### src/sv/ttf_pkg.sv
package ttf_pkg;

    localparam int POS_W   = 32;
    localparam int TEX_W   = 24;
    localparam int UNIT_W  = 16;
    localparam int FRAC_W  = 14;

    localparam int E_W     = POS_W + 1;
    localparam int D_W     = TEX_W + 1;
    localparam int M_W     = 31;
    localparam int OP_W    = (E_W > M_W + 2) ? E_W : M_W + 2;
    localparam int PROD_W  = 2 * OP_W;
    localparam int VEC_W   = E_W + D_W + 2;
    localparam int SQ_W    = 64;
    localparam int ROOT_W  = SQ_W / 2;
    localparam int SREM_W  = ROOT_W + 4;
    localparam int QB      = FRAC_W + 2;
    localparam int NUM_W   = M_W + FRAC_W + 1;
    localparam int DREM_W  = ROOT_W + 1;
    localparam int CNT_W   = $clog2(ROOT_W);

    typedef struct packed {
        logic signed [POS_W-1:0] x;
        logic signed [POS_W-1:0] y;
        logic signed [POS_W-1:0] z;
        logic signed [TEX_W-1:0] u;
        logic signed [TEX_W-1:0] v;
    } corner_t;

    typedef struct packed {
        logic signed [E_W-1:0] e1x;
        logic signed [E_W-1:0] e1y;
        logic signed [E_W-1:0] e1z;
        logic signed [E_W-1:0] e2x;
        logic signed [E_W-1:0] e2y;
        logic signed [E_W-1:0] e2z;
        logic signed [D_W-1:0] du1;
        logic signed [D_W-1:0] dv1;
        logic signed [D_W-1:0] du2;
        logic signed [D_W-1:0] dv2;
    } tri_t;

    typedef struct packed {
        logic signed [UNIT_W-1:0] tx;
        logic signed [UNIT_W-1:0] ty;
        logic signed [UNIT_W-1:0] tz;
        logic signed [UNIT_W-1:0] bx;
        logic signed [UNIT_W-1:0] by;
        logic signed [UNIT_W-1:0] bz;
        logic signed [UNIT_W-1:0] nx;
        logic signed [UNIT_W-1:0] ny;
        logic signed [UNIT_W-1:0] nz;
        logic                     deg;
    } res_t;

endpackage

### src/sv/ttf_queue.sv
module ttf_queue
(
    input  logic          clk,
    input  logic          rst_n,
    input  logic          push,
    input  ttf_pkg::tri_t din,
    output logic          full,
    input  logic          pop,
    output ttf_pkg::tri_t dout,
    output logic          empty
);

    ttf_pkg::tri_t mem_reg [2];
    logic          wr_reg;
    logic          rd_reg;
    logic [1:0]    cnt_reg;
    logic          do_push;
    logic          do_pop;

    assign full    = (cnt_reg == 2'd2);
    assign empty   = (cnt_reg == 2'd0);
    assign do_push = push & ~full;
    assign do_pop  = pop & ~empty;
    assign dout    = mem_reg[rd_reg];

    always_ff @(posedge clk or negedge rst_n)
    begin
        if (!rst_n)
        begin
            wr_reg  <= 1'b0;
            rd_reg  <= 1'b0;
            cnt_reg <= 2'd0;
        end
        else
        begin
            if (do_push)
            begin
                wr_reg <= ~wr_reg;
            end
            if (do_pop)
            begin
                rd_reg <= ~rd_reg;
            end
            if (do_push && !do_pop)
            begin
                cnt_reg <= cnt_reg + 2'd1;
            end
            else if (do_pop && !do_push)
            begin
                cnt_reg <= cnt_reg - 2'd1;
            end
        end
    end

    always_ff @(posedge clk)
    begin
        if (do_push)
        begin
            mem_reg[wr_reg] <= din;
        end
    end

endmodule

### config.mk
export PLATFORM = sky130hd
export DESIGN_NAME = ttf_queue
export DESIGN_NICKNAME = d
export VERILOG_FILES = /design/src/sv/ttf_pkg.sv /design/src/sv/ttf_queue.sv
export SDC_FILE = /design/constraint.sdc
export NUM_CORES = 1
export LEC_CHECK = 0
export ABC_AREA = 0
export BUFFER_PORTS_ARGS = -buffer_cell sky130_fd_sc_hd__buf_2
export CAP_MARGIN = 20
export CELL_PAD_IN_SITES_DETAIL_PLACEMENT = 0
export CELL_PAD_IN_SITES_GLOBAL_PLACEMENT = 1
export CORE_AREA = 2 2 233 235
export DETAILED_ROUTE_END_ITERATION = 7
export DIE_AREA = 0 0 235 237
export PLACE_DENSITY_LB_ADDON = 0.05
export SLEW_MARGIN = 20
export SYNTH_ARGS = -nofsm -noshare
export SYNTH_HDL_FRONTEND = slang
export SYNTH_SLANG_ARGS = --single-unit
### constraint.sdc
create_clock -name clk -period 33.3 [get_ports clk]
set_input_delay 1.665 -clock clk [delete_from_list [all_inputs] [get_ports clk]]
set_output_delay 1.665 -clock clk [all_outputs]
set_load 0.03 [all_outputs]
==> out/results.env <==
OUTCOME='finished, final reports clean'
FLOORPLAN.INITIALDENSITY_PCT=42.2
YOSYSTOPAREACELLSHARE_PCT=79.5
SEQ_AREA_MM2=0.0180
GRT_USE_MET2_PCT=33.5
SYN2LAYOUT_AREA_GROWTH_PCT=24.7
CTS_REPAIR_RESIZE_COUNT=0
NUM_ROWS=85
SYNTH_CELL_TYPES=16
MET3_USAGE_PCT=7.13
ENDPOINT_CLASS_OF_THE_CRITICAL_PATH='output pin'
POST_ROUTE_CELLS_DRIVE_ABOVE_1_SHARE_PCT=60.6
PIN_COUNT=602
TOTAL_CLOCK_BUFFERS_CREATED_BY_CTS=61
FIRST_GLOBAL_VIAS=11700
POWER.DENSITY_CELL_AREA_mW_PER_MM2=98.7
DRT-TOTAL-WL_UM=55200
HOLD-WORST-SLACK_PS=525
FILLERINSTANCES=4472
WORST-ENDPOINT-ARRIVAL_PS=3770
SKEW_PS=14.9
SYNTH_COMMONEST_CELLS='sky130_fd_sc_hd__edfxtp_1 (596), sky130_fd_sc_hd__mux2_4 (200), sky130_fd_sc_hd__mux2_2 (98)'
CORE_REGION_AREA_MM2=0.0533
DETAIL_ROUTE.VIAS_PER_CELL=4.80
NETLIST_INSTANCES=946
TRITONCTS='built'
YS_FF_LATCH=600
AVGROUTEDWIREPERCELL_UM=23.6
ASYNCSETRESETFLOPFRACSYNTH_PCT=0.667
DRC_VIOLATION_COUNT_AFTER_ROUTING=0
SYN_AVG_CELL_AREA_UM2=23.8
NUMCLOCKSINKS=600
YS_TOP_CELLS_BY_AREA='sky130_fd_sc_hd__edfxtp_1 (80%), sky130_fd_sc_hd__mux2_4 (13%), sky130_fd_sc_hd__mux2_2 (4.9%)'
NET-SWITCHING-POWER_uW=997
ROUTE.VIAS.TOTAL=11300
SYNTH.NET_COUNT=1249
OVERFLOW=0
WORSTSETUPSTARTPOINTTYPE='flip-flop'
DRTPASS1ITERATIONS=4
NET_COUNT_REPORTED_AT_FINISH=1891
GLOBALROUTE.BUSIESTLAYER='met2'
LARGEST_REG_FLOPS=596
FLOORPLAN.DIE.WIDTH_UM=235
FINAL-HOLD-VIOLATION-COUNT=0
GRT_PASS1_WL_UM=77100
POWER.SEQUENTIAL.FRACTION_PCT=39.4
DRT_FIRST_ITER_VIOLATIONS=623
TIMING_WORST_SLEW_PIN_VALUE_PS=1070
POST_ROUTE_UTILIZATION_PCT=52.7
POST_CTS_HOLD_BUFFER_COUNT=0
FINAL_WORST_PATH_PERIOD_SHARE_PCT=16.3
ANT_NETS=0
HOLD_PATH_CLASS='reg2reg'
MAPPEDNETLISTAREA_MM2=0.0225
CTS_HTREE_LEVELS=2
FINALSETUPVIOLATIONS=0
SYNTH-MAIN-FF-CELL='sky130_fd_sc_hd__edfxtp_1'
MAXIMUM_NUMBER_OF_PINS_ON_ONE_NET_BEFORE_GLOBAL_ROUTE_REPAIR=162
WORSTSETUPPATHTYPE='reg2out'
MULTI_INPUT_AREA_MM2=0.00421
SLEW_HEADROOM_PCT=29.0
CTS_ROOT_BUF='sky130_fd_sc_hd__clkbuf_16'
SYNTH.LARGEST_AREA_CELL='sky130_fd_sc_hd__edfxtp_1'
RSZ0062_AT_GRT='false'
COMB_POWER_SHARE_PCT=37.6
POWER.IR.VDD_WORST_mV=0.0519
GLOBAL_ROUTE.USAGE.MET1_PCT=20.5
YS.WARNINGS.COUNT=0
CTS_SETUP_BUFFERS=0
INITIAL_ANTENNA_VIOLATION_COUNT=20
CTSLONGESTPATHBUFFERS=3
NUMBER_OF_ENABLE_TYPE_REGISTER_CELLS_IN_THE_SYNTHESIZED_NETLIST=596
PLACEMENT.IO_BUFFERS=601
HPWLAFTERDP_UM=39200
FLOORPLAN.DIE_AREA_MM2=0.0557
GPL.FINAL_WEIGHTED_CONGESTION=0.796
STDCELL_AREA_MM2=0.0281
POWER_REPORT.INTERNAL_TOTAL_mW=1.77
CRITICAL_PATH_REQUIRED_PS=31630
DIE_H_UM=237
GLOBALROUTETOTALUTIL_PCT=19.1
FIN_TOTAL_PWR_mW=2.77
CLOCK_TRANSITION_AT_THE_REGISTERS_OF_THE_REPORTED_PATHS_PS=60
MINIMUM_CLOCK_PERIOD_AFTER_LAYOUT_PS=5430
TOTALNEGATIVESETUPSLACK_PS=0
DPL_CELL_AREA_MM2=0.0262
CLK-INSERTION-DELAY-LATE_PS=600
MAXCLOCKFREQUENCY_MHz=184
TIMING.CRITICAL_PATH.FANOUT_MAX=74
FINALMAXSLEWVIOLATIONS=0
SYNTHMOSTINSTANTIATEDCELL='sky130_fd_sc_hd__edfxtp_1'
TIMING.MAX_CAP.VIOLATIONS=0
CLOCKPOWERSHARE_PCT=22.9
SYNTH_SEQUENTIAL_AREA_RATIO_PCT=80.0
CELLLEAKAGEPOWER_nW=11.0
SW_FRAC_OF_TOTAL_PCT=36.0
-- stage by stage --
stage          worst slack (ps)  std cells
3_5_place_dp              28140       2221
3_3_place_gp              28160       2221
6_report                  27870       2343
4_1_cts                   27480       2331
5_1_grt                   27670       2337
2_1_floorplan             18250        946
-- worst max-delay path: stages (launching register included) --
cell and delay [ps]:
sky130_fd_sc_hd__dfrtp_4 920, sky130_fd_sc_hd__buf_6 680, sky130_fd_sc_hd__buf_4 910, sky130_fd_sc_hd__mux2_4 360, sky130_fd_sc_hd__buf_2 180
-- cell families after synthesis --
kind of cell | count (synthesis) | share of synthesized area (%)
flip-flops | 600 | 80.0
multiplexers | 298 | 18.2
buffers and inverters | 35 | 1.40
AND/OR/NAND/NOR | 6 | 0.122
XOR/XNOR | 5 | 0.195
AO/OA/AOI/OAI | 1 | 0.0222
adder cells (fa/ha/maj) | 1 | 0.0556
-- per-layer routing --
| layer | vias to the layer above | part of all wire, % |
|---|---|---|
| met4 | 20 | 3.8 |
| met5 | - | 0.25 |
| li1 | 5107 | - |
| met2 | 416 | 52 |
| met3 | 124 | 8.6 |
| met1 | 5588 | 36 |
-- worst paths after layout --
path                             from              to  slack (ps)  cells past startpoint
setup reg to reg           cnt_reg[0]  mem_reg[0][95]       29630                      5
max in group asynchronous       rst_n          rd_reg       32250                      1
setup / recovery               rd_reg       dout[132]       27870                      4
hold reg to reg            cnt_reg[1]      cnt_reg[1]         530                      1
min in group asynchronous       rst_n          wr_reg         890                      1
hold / removal             cnt_reg[1]      cnt_reg[1]         530                      1
-- area by class of cell --
type / count / area share, %
Sequential cell: 600 / 64.1
Antenna cell: 12 / 0.107
Multi-Input combinational cell: 311 / 15.0
Clock inverter: 38 / 0.967
Inverter: 2 / 0.0268
Tap cell: 696 / 3.10
Timing Repair Buffer: 612 / 11.1
Clock buffer: 72 / 5.59
-- power groups by stage --
| stage | combinational [mW] | clock (mW) | sequential, mW |
|---|---|---|---|
| after floorplan | 0.802 | 0 | 1.15 |
| after global placement | 1.06 | 0 | 1.10 |
| after detailed placement | 1.06 | 0 | 1.11 |
| after CTS | 1.06 | 0.654 | 1.09 |
| after global routing | 1.09 | 0.681 | 1.11 |
| final | 1.04 | 0.635 | 1.09 |
-- cell usage in the layout (no fill, tap or decap), types with 2 or more instances in the layout --
master                       instances
sky130_fd_sc_hd__buf_2             601
sky130_fd_sc_hd__bufinv_16           4
sky130_fd_sc_hd__clkinvlp_4          2
sky130_fd_sc_hd__xnor2_1             3
sky130_fd_sc_hd__buf_4               9
sky130_fd_sc_hd__inv_1               2
sky130_fd_sc_hd__diode_2            12
sky130_fd_sc_hd__edfxtp_1          596
sky130_fd_sc_hd__mux2_2             98
sky130_fd_sc_hd__mux2_4            200
sky130_fd_sc_hd__clkbuf_1           11
sky130_fd_sc_hd__clkinv_2            9
sky130_fd_sc_hd__clkbuf_16          61
sky130_fd_sc_hd__dfrtp_1             3
sky130_fd_sc_hd__nor2_1              2
sky130_fd_sc_hd__xor2_1              2
sky130_fd_sc_hd__clkinv_1           22
Note: power is estimated with default switching activity, not from simulation.
